File: src/dsit_cell.sv
`timescale 1ns / 1ps
// ----------------------------------------------------------------------------
// dsit_cell: one table entry in the rotating ring
// Holds one packed entry and takes its neighbor's entry on every shift.
// ----------------------------------------------------------------------------
module dsit_cell #(
  parameter int W = 33
) (
  input  logic         clk,
  input  logic         shift,
  input  logic [W-1:0] din,
  output logic [W-1:0] q
);

  always_ff @(posedge clk) begin
    if (shift) begin
      q <= din;
    end
  end

endmodule

File: config.mk
export PLATFORM = sky130hd
export DESIGN_NAME = dsit_cell
export DESIGN_NICKNAME = d
export VERILOG_FILES = /design/src/dsit_cell.sv
export SDC_FILE = /design/constraint.sdc
export NUM_CORES = 1
export LEC_CHECK = 0
export BUFFER_PORTS_ARGS = -buffer_cell sky130_fd_sc_hd__buf_4
export CAP_MARGIN = 20
export CORE_MARGIN = 2
export CORE_UTILIZATION = 35
export DETAILED_ROUTE_END_ITERATION = 12
export GPL_ROUTABILITY_DRIVEN = 0
export PLACE_DENSITY = 0.72
export SYNTH_ARGS = -nofsm -noshare
export SYNTH_HDL_FRONTEND = slang
export SYNTH_SLANG_ARGS = --single-unit
File: constraint.sdc
create_clock -name clk -period 0.8 [get_ports clk]
set_input_delay 0.08 -clock clk [delete_from_list [all_inputs] [get_ports clk]]
set_output_delay 0.08 -clock clk [all_outputs]
set_load 0.02 [all_outputs]
==> summary by stage <==
Clock network
The number of levels in the clock H-tree is 2. TritonCTS built the clock tree. Once the clock tree was built, the setup fixing pass inserted 0 buffers. CTS saw 33 sinks. After clock tree synthesis, the clock-pin slew on the worst setup and hold paths is around 0.10 ns. The number of clock buffers added by TritonCTS is 5. The root buffer selected by CTS is clkbuf_4. The number of buffers on the longest clock path is 2.

Floorplanning
The die is 57.2 um wide. The floorplan step set the die height to about 57 um. The floorplan step defined a die boundary enclosing 3270 um^2. The core region is roughly 2700 um^2. In this run the core area contains 19 standard-cell rows. Pin placement for this block handled 68 I/O pins. The initial standard-cell utilization of the core is 36.2%.

Global routing
The number of antenna violations at the first check in global routing is 0. Entering global routing, the biggest net connects 19 pins. The number of global-route vias before repair came to 808. The sum of overflow across all layers after global routing is 0. The first global-routing pass estimated roughly 3.8 mm of wire. The overall track demand over capacity in global routing is 17.2%.

Finish
The fraction of final layout cells sized beyond drive strength 1 is between 50% and 60%. At the end of the flow, the number of nets in the layout was 177. In the final layout, the registers with the most flip-flops are q x33.

The register with the most flip-flops in the layout has 33 of them. The leading cell type in the layout, fill and taps excluded is buf_4. In the layout the commonest cells are buf_4 (34), dlygate4sd3_1 (33), buf_6 (33), edfxtp_1 (33), clkbuf_4 (5). The number of antenna cells inserted is 0. The footprint of the multi-input gates is 0 um^2. Cells fill between 70% and 80% of the core in the end.

The number of multi-input combinational cells in the layout is 0. The area growth from synthesis to layout is 110%. The register bank with the most flops is q.

Yosys
The average instance in the mapped netlist occupies 30.0 um^2. Synthesis handed over a netlist of 33 instances. The synthesized netlist devotes 0% of its cell area to compound gates. When the netlist entered floorplanning its net count stood at around 70. The synthesized netlist devotes 0% of its cell area to adder and majority cells. The count of state elements after synthesis is 33.

After synthesis the cells add up to between 900 and 1000 um^2. Measured against the total synthesized area, the mux share comes to 0%. The number of distinct library cells after synthesis is 1. Of the total synthesized cell area, the portion taken by AND, OR, NAND and NOR gates is 0%. The number of warning messages in the yosys log is 0. The share of the Yosys chip area taken by registers is between 90% and 100%.

Summing the areas of all xor and xnor instances in the mapped netlist gives 0% of the synthesized area.

Critical path
The signal on the critical path passes through buf_6. In this design, the stage delay of the slowest critical-path cell is 0.41 ns. The critical path depth in cells is 1. The type of element capturing the critical path is an output port. Of all nets on the critical path, the largest fanout is 1.

The cell at the slowest stage of the critical path is edfxtp_1. STA puts the critical path data required time at 0.72 ns. The sum of buffers and inverters on the critical path is 1.

Tracing the worst setup path back leads to its startpoint at q[21]. The gate family responsible for the most delay along the worst path is flip-flops. The termination of the worst setup path is q[21]. The worst setup path is of the reg2out kind. The data arrival at the endpoint of the critical path is 0.90 ns.

STA classifies the critical path startpoint as a register.

Routing
For this block, the initial DRC count from the detailed router was 19. In the routed layout, each cell is associated on average with a via count of 4.20. The number of detailed-routing iterations run before antenna repair is 2. The detailed router placed between 700 and 800 vias in this run. The number of routed nets with antenna violations is 0. The final layout contains routed wiring with a total length of 2.56 mm. The detailed-route wire length per cell is 14.7 um. The number of DRC violations after detailed routing is 0.

Run status
The checks that failed: negative setup slack. The run finished, with violations left.

Timing
At the pin with the least slew margin, the transition time is a little over 0.1 ns. The number of setup violations in the final report is 33. For the finished layout, the period the worst path requires is 0.983 ns.

The hold violation total from the final report came to 0. In the post-route analysis, the smallest setup slack over all paths is -0.183 ns. The max-slew violation count was 0. Setup repair after global routing could not meet its margin everywhere. Static timing analysis puts the maximum clock frequency at 1.02 GHz.

The portion of the clock cycle consumed by the worst path in the final layout is 123%. Headroom to the max-slew limit came out at between 90 and 100%.

Power and ir drop
The total power after layout is 3770 uW. The ratio of total power to cell area is 1810 nW/um^2. For this design the static power due to leakage is roughly 0.00087 uW.

The maximum resistive drop on vdd is 0.00172 V.

Worst hold path
The kind of path behind the tightest hold check is in2reg.

Placed design
The number of port buffers is 67. Detailed placement ended at an HPWL of 1.35 mm.

Job
Max-cap violations in this run came to 0.
-- how the worst min path moves through the flow --
| stage | from | to | slack (ns) | depth (start not counted) |
|---|---|---|---|---|
| 2_1_floorplan | din[0] | q[0] | 0.18 | 0 |
| 3_3_place_gp | din[31] | q[31] | 0.26 | 1 |
| 3_5_place_dp | din[11] | q[11] | 0.26 | 1 |
| 4_1_cts | shift | q[15] | 0.12 | 2 |
| 5_1_grt | shift | q[26] | 0.11 | 2 |
| 6_report | shift | q[26] | 0.14 | 2 |
-- kinds of logic (layout without fill, tap and decap cells) --
kind of cell / after synthesis / count (layout)
buffers and inverters: 0 / 110
flip-flops: 33 / 33
-- area by class of cell --
cell class	count	area [um^2]
well taps	31	38.8
clock buffers	5	37.5
fillers	142	652
repair buffers	102	997
flip-flops and latches	33	991
clock inverters	3	17.5
-- stage by stage --
step	worst slack (ns)	std cells	setup TNS (ns)	instance area, um^2	hold WS [ns]
after floorplan	0.271	33	0	991	0.179
after global placement	0.153	133	0	1570	0.259
final	-0.183	174	-5.09	2080	0.135
after CTS	-0.201	174	-5.63	2080	0.122
after global routing	-0.238	174	-6.82	2080	0.113
after detailed placement	0.149	133	0	1570	0.259
-- power breakdown --
| part | total (uW) | internal [uW] | switching, uW |
|---|---|---|---|
| clock network | 886 | 331 | 556 |
| logic | 768 | 463 | 305 |
| registers | 2120 | 2060 | 62.2 |
-- timing repair --
item,4_1_cts,5_1_grt
hold endpoints to repair,33,0
hold buffers,33,0
gates resized for setup,32,1
cloned,0,0
endpoints found under the setup margin,33,33
-- synth_stat cells --
master    number  share of area, %
edfxtp_1      33               100
-- routing by layer --
layer | global-route usage (%) | wire (um) | up-vias
met4 | 7.97 | 51 | 0
met3 | 8.39 | 218 | 6
met5 | 0 | 0 | -
li1 | - | - | 352
met2 | 32.2 | 1470 | 43
met1 | 15.0 | 820 | 330
Note: power is estimated with default switching activity, not from simulation.
