<file path="config.mk">
export PLATFORM = sky130hd
export DESIGN_NAME = dsit_ctrl
export DESIGN_NICKNAME = d
export VERILOG_FILES = /design/src/dsit_pkg.sv /design/src/dsit_ctrl.sv
export SDC_FILE = /design/constraint.sdc
export NUM_CORES = 1
export LEC_CHECK = 0
export ABC_AREA = 1
export BUFFER_PORTS_ARGS = -buffer_cell sky130_fd_sc_hd__buf_2
export CORE_UTILIZATION = 45
export DETAILED_ROUTE_END_ITERATION = 8
export PLACE_DENSITY = 0.72
export SLEW_MARGIN = 10
export SYNTH_ARGS = -nofsm -noshare
export SYNTH_HDL_FRONTEND = slang
export SYNTH_SLANG_ARGS = --single-unit
</file>
<file path="constraint.sdc">
create_clock -name clk -period 3.54 [get_ports clk]
set_clock_uncertainty 0.15 [all_clocks]
set_input_delay 0.885 -clock clk [delete_from_list [all_inputs] [get_ports clk]]
set_output_delay 0.885 -clock clk [all_outputs]
set_load 0.01 [all_outputs]
</file>
<file path="src/dsit_pkg.sv">
`timescale 1ns / 1ps
// ----------------------------------------------------------------------------
// dsit_pkg: shared definitions of the deduplicating key table
// Operation and status codes, fixed result field widths and the control
// group that the sequencer hands to the ring of entry cells.
// ----------------------------------------------------------------------------
package dsit_pkg;

  localparam int STATUS_W = 2;
  localparam int SLOT_W   = 9;
  localparam int GLYPH_W  = 8;
  localparam int FILL_W   = 10;
  localparam int OUT_W    = SLOT_W + GLYPH_W + FILL_W;
  localparam int OUT_TDATA_W = ((OUT_W + 7) / 8) * 8;

  localparam logic FUNC_INSERT = 1'b0;
  localparam logic FUNC_CLEAR  = 1'b1;

  localparam logic [STATUS_W-1:0] ST_INSERTED  = 2'd0;
  localparam logic [STATUS_W-1:0] ST_DUPLICATE = 2'd1;
  localparam logic [STATUS_W-1:0] ST_FULL      = 2'd2;
  localparam logic [STATUS_W-1:0] ST_CLEARED   = 2'd3;

  // Ring control: shift rotates every cell one place toward the head,
  // wr replaces the entry leaving the head with the new key.
  typedef struct packed {
    logic shift;
    logic wr;
  } dsit_ring_ctl_t;

endpackage

</file>
<file path="src/dsit_ctrl.sv">
`timescale 1ns / 1ps
// ----------------------------------------------------------------------------
// dsit_ctrl: sequencer of the key table
// Takes one beat at a time. Inserts into a non-full table rotate the ring once
// around comparing head and key and appends on a miss. Results are registered.
// ----------------------------------------------------------------------------
module dsit_ctrl
  import dsit_pkg::*;
#(
  parameter int CAPACITY   = 512,
  parameter int COORD_BITS = 12,
  parameter int ENTRY_W    = 2 * COORD_BITS + 1 + GLYPH_W
) (
  input  logic                   clk,
  input  logic                   rst,
  input  logic                   in_valid,
  output logic                   in_ready,
  input  logic                   in_func,
  input  logic [ENTRY_W-1:0]     in_entry,
  input  logic [ENTRY_W-1:0]     head_entry,
  output dsit_ring_ctl_t         ring,
  output logic [ENTRY_W-1:0]     new_entry,
  output logic                   out_valid,
  input  logic                   out_ready,
  output logic [STATUS_W-1:0]    out_status,
  output logic [SLOT_W-1:0]      out_slot,
  output logic [GLYPH_W-1:0]     out_glyph,
  output logic [FILL_W-1:0]      out_fill
);

  localparam int IDX_W = (CAPACITY > 1) ? $clog2(CAPACITY) : 1;
  localparam int CNT_W = $clog2(CAPACITY + 1);
  localparam int KEY_W = 2 * COORD_BITS + 1;

  localparam logic [1:0] S_IDLE = 2'd0;
  localparam logic [1:0] S_SCAN = 2'd1;
  localparam logic [1:0] S_EMIT = 2'd2;

  logic [1:0]          state;
  logic [IDX_W-1:0]    step;
  logic [CNT_W-1:0]    count;
  logic [ENTRY_W-1:0]  item;
  logic                hit;
  logic [IDX_W-1:0]    hit_idx;
  logic [GLYPH_W-1:0]  hit_glyph;
  logic [STATUS_W-1:0] res_status;
  logic [SLOT_W-1:0]   res_slot;
  logic [GLYPH_W-1:0]  res_glyph;
  logic [FILL_W-1:0]   res_fill;

  logic [CNT_W-1:0] step_ext;
  logic             in_range;
  logic             key_eq;
  logic             last_step;
  logic             accept;
  logic             emit_go;

  assign accept    = in_valid && in_ready;
  assign in_ready  = (state == S_IDLE);
  assign step_ext  = CNT_W'(step);
  assign in_range  = (step_ext < count);
  assign key_eq    = (head_entry[KEY_W-1:0] == item[KEY_W-1:0]);
  assign last_step = (step == IDX_W'(CAPACITY - 1));
  assign new_entry = item;
  assign emit_go   = (state == S_EMIT) && (!out_valid || out_ready);

  always_comb begin
    ring.shift = (state == S_SCAN);
    // Entry number count sits at the head exactly when step reaches it.
    ring.wr    = (state == S_SCAN) && !hit && (step_ext == count);
  end

  always_ff @(posedge clk) begin
    if (rst) begin
      state     <= S_IDLE;
      count     <= '0;
      hit       <= 1'b0;
      out_valid <= 1'b0;
    end else begin
      if (emit_go) begin
        out_valid <= 1'b1;
      end else if (out_ready) begin
        out_valid <= 1'b0;
      end
      case (state)
        S_IDLE: begin
          if (accept) begin
            item <= in_entry;
            step <= '0;
            hit  <= 1'b0;
            if (in_func == FUNC_CLEAR) begin
              count      <= '0;
              res_status <= ST_CLEARED;
              res_slot   <= '0;
              res_glyph  <= '0;
              res_fill   <= '0;
              state      <= S_EMIT;
            end else if (count == CNT_W'(CAPACITY)) begin
              res_status <= ST_FULL;
              res_slot   <= '0;
              res_glyph  <= '0;
              res_fill   <= FILL_W'(count);
              state      <= S_EMIT;
            end else begin
              state <= S_SCAN;
            end
          end
        end
        S_SCAN: begin
          step <= step + 1'b1;
          if (!hit && in_range && key_eq) begin
            hit       <= 1'b1;
            hit_idx   <= step;
            hit_glyph <= head_entry[ENTRY_W-1 -: GLYPH_W];
          end
          // The ring must go all the way around so every entry returns home.
          if (last_step) begin
            state <= S_EMIT;
            if (hit) begin
              res_status <= ST_DUPLICATE;
              res_slot   <= SLOT_W'(hit_idx);
              res_glyph  <= hit_glyph;
              res_fill   <= FILL_W'(count);
            end else begin
              res_status <= ST_INSERTED;
              res_slot   <= SLOT_W'(count);
              res_glyph  <= item[ENTRY_W-1 -: GLYPH_W];
              res_fill   <= FILL_W'(count + 1'b1);
              count      <= count + 1'b1;
            end
          end
        end
        S_EMIT: begin
          if (emit_go) begin
            state <= S_IDLE;
          end
        end
        default: begin
          state <= S_IDLE;
        end
      endcase
    end
  end

  always_ff @(posedge clk) begin
    if (emit_go) begin
      out_status <= res_status;
      out_slot   <= res_slot;
      out_glyph  <= res_glyph;
      out_fill   <= res_fill;
    end
  end

endmodule

</file>
==> results.py <==
metrics = {
    "run_status": {
        "outcome": "finished clean",
    },
    "drt": {
        "via_count": 4147,
        "drt-total-wl_um": 11900,
        "ant_nets": 0,
        "first_pass_iters": 6,
        "drtIter0Drc": 274,
        "route.detailed.drc": 0,
        "avgRoutedWirePerCell_um": 14.0,
        "post_drt_via_cell_ratio": 4.88,
    },
    "timing": {
        "min_period_ns": 2.92,
        "slew_headroom": 0.389,
        "tightest_slew_ns": 0.914,
        "hold_slack_ns": 0.266,
        "slew_violations": 0,
        "period_share": 0.824,
        "final-setup-viol-count": 0,
        "hold_viol": 0,
        "fmax_mhz": 343,
        "rsz0062_at_grt": "false",
        "tns_ns": 0,
    },
    "critical_path": {
        "r2r_start": "step[0]$_SDFFCE_PN0P_",
        "r2r_end": "res_glyph[2]$_SDFFCE_PN0P_",
        "cp.required_ns": 2.50,
        "startpoint": "count[6]$_SDFFE_PP0P_",
        "crit_end": "ring[0]",
        "cp-start-kind": "register",
        "cp-end-kind": "primary output",
        "critPathKind": "register to primary output",
        "worst_ep_arrival_time_ns": 1.88,
        "path_max_fanout": 7,
        "reg2reg_depth": 11,
        "rrSetupSlack_ns": 0.95,
    },
    "min_path": {
        "hold_class": "register to register",
    },
    "clocking": {
        "hold_buffers": 0,
        "cts_tree": "done",
        "cts.clk_slew.worst_paths_ns": 0.05,
        "cts_setup_buffers": 0,
        "clock_path_buffers": 2,
        "cts_root_buf": "clkbuf_16",
        "cts_resized": 0,
        "numClockSinks": 131,
        "h-tree-depth": 4,
        "numCtsBuffers": 17,
        "clk_latency_ns": 0.42,
    },
    "yosys": {
        "syn_nets": 604,
        "synth_compound_area_frac": 0.0704,
        "yosysTopAreaCell": "edfxtp_1",
        "ys_top_cells_by_area": "edfxtp_1 (62%), nand2_1 (7.0%), dfxtp_1 (5.0%)",
        "ys_ff_latch": 131,
        "synthXorXnorAreaFrac": 0.0155,
        "synth-main-ff-cell": "edfxtp_1",
        "muxShareOfSynthArea": 0,
        "synthSimpleGateAreaFrac": 0.158,
        "synth.most_common_cell": "edfxtp_1",
        "async_flop_share": 0,
        "ys_warn_count": 0,
        "synth-edff-count": 117,
        "synth_top_area_frac": 0.622,
        "synth_cell_types": 28,
        "synth.top_cells.by_count": "edfxtp_1 (117), nand2_1 (105), inv_1 (67), nor2_1 (58), a21oi_1 (36)",
        "postSynthCellCount": 520,
        "yosys.area_share.adder": 0.0288,
        "avgSynthCellArea_sq_um": 10.9,
        "synth_top_family_by_area": "simple AND/OR/NAND/NOR gates",
        "synth-seq-area-share": 0.671,
        "syn-cell-area_sq_mm": 0.00565,
    },
    "floorplanning": {
        "die_y_um": 114,
        "rows": 40,
        "coreArea_sq_mm": 0.0121,
        "start_util": 0.467,
        "io_pins": 137,
        "die-area_sq_mm": 0.0130,
        "fp.dieW_um": 114,
    },
    "pwr": {
        "peakVddDrop_mv": 0.288,
        "power_density_mw_per_mm2": 568,
        "p_leak_nw": 2.99,
    },
    "job": {
        "maxCapViolCount": 0,
    },
    "global_routing": {
        "grt_max_degree": 34,
        "grt_pass1_wl_um": 18800,
        "grt_use_total": 0.194,
        "grt_pass1_vias": 4043,
        "antenna_found_initial": 0,
        "overflow": 0,
    },
    "layout": {
        "final_util": 0.588,
        "area_growth_pct": 26.1,
        "drive_above_1_share": 0.261,
        "fin_area_sq_mm": 0.00713,
        "final_nets": 754,
        "layoutNonFillerInstCount": 850,
        "diodes": 0,
    },
    "place": {
        "dpl.hpwl_um": 8640,
        "place_area_sq_mm": 0.00654,
        "finalWeightedCongestion": 0.848,
        "port_buffers": 136,
        "dp.cells": 819,
    },
}
## cell families after synthesis
family                   count (synthesis)
flip-flops                             131
XOR/XNOR                                10
AND/OR/NAND/NOR                        213
adder cells (fa/ha/maj)                 13
AO/OA/AOI/OAI                           75
buffers and inverters                   78
## through the flow
stage	setup slack [ns]	total power [mW]
floorplan	0.000508	2.16
global placement	1.01	2.32
detailed placement	0.938	2.34
CTS	0.599	4.08
global route	0.452	4.21
finish	0.625	4.05
## per-layer routing
layer  GRT usage  vias up  routed length, um
li1            -     2074                  -
met1       0.219     1874               4960
met2       0.324      174               5840
met3      0.0603       25                782
met4       0.112        0                291
met5           0        -                  0
## how the worst min path moves through the flow
stage / startpoint / to / depth (start not counted) / slack (ns)
global route: res_fill[7]$_DFFE_PP_ / out_fill[7]$_DFFE_PP_ / 0 / 0.27
floorplan: res_fill[0]$_DFFE_PP_ / out_fill[0]$_DFFE_PP_ / 0 / 0.25
finish: res_fill[8]$_DFFE_PP_ / out_fill[8]$_DFFE_PP_ / 0 / 0.27
global placement: res_glyph[6]$_SDFFCE_PN0P_ / out_glyph[6]$_DFFE_PP_ / 0 / 0.25
CTS: res_fill[1]$_DFFE_PP_ / out_fill[1]$_DFFE_PP_ / 0 / 0.27
detailed placement: res_fill[1]$_DFFE_PP_ / out_fill[1]$_DFFE_PP_ / 0 / 0.25
## where the power goes
part	switching [mW]	leakage, nW	internal [mW]	total [mW]
Clock	0.640	0.278	1.10	1.74
Sequential	0.0576	1.20	1.81	1.87
Combinational	0.285	1.52	0.156	0.442
Total	0.983	2.99	3.07	4.05
## registers in the layout, summed over array words and instances, names as in the netlist
signal	count
out_glyph	8
hit_idx	9
new_entry	33
step	9
res_glyph	8
count	10
out_status	2
out_slot	9
out_fill	10
res_status	2
hit_glyph	8
res_fill	10
res_slot	9
hit	1
state	2
out_valid	1
## critical path, stage by stage, from the launching register on
cell and delay [ns]:
dfxtp_1 0.42, inv_1 0.14, ha_1 0.30, nand2_1 0.04, nor3_1 0.26, nand2_1 0.08, nor2_1 0.08, buf_2 0.14
## layout by cell type (no fill, tap or decap), types with 6 or more instances in the layout
cell       synthesis  routed
buf_2              5     136
edfxtp_1         117     117
nand2_1          105     105
inv_1             67      67
nor2_1            58      57
a21oi_1           36      36
nand3_1           27      27
o21ai_0           27      27
clkbuf_16          0      17
dfxtp_1           14      14
ha_1              13      13
nor3_1            10       9
xnor2_1            8       8
nand4_1            6       6
buf_4              0       6
## cell type report
type	count	area, sq um
Clock buffer	18	429
Clock inverter	13	161
Fill cell	1079	4980
Inverter	67	251
Multi-Input combinational cell	311	1560
Sequential cell	131	3790
Tap cell	168	210
Timing Repair Buffer	142	726
(Power assumes the default switching activity.)
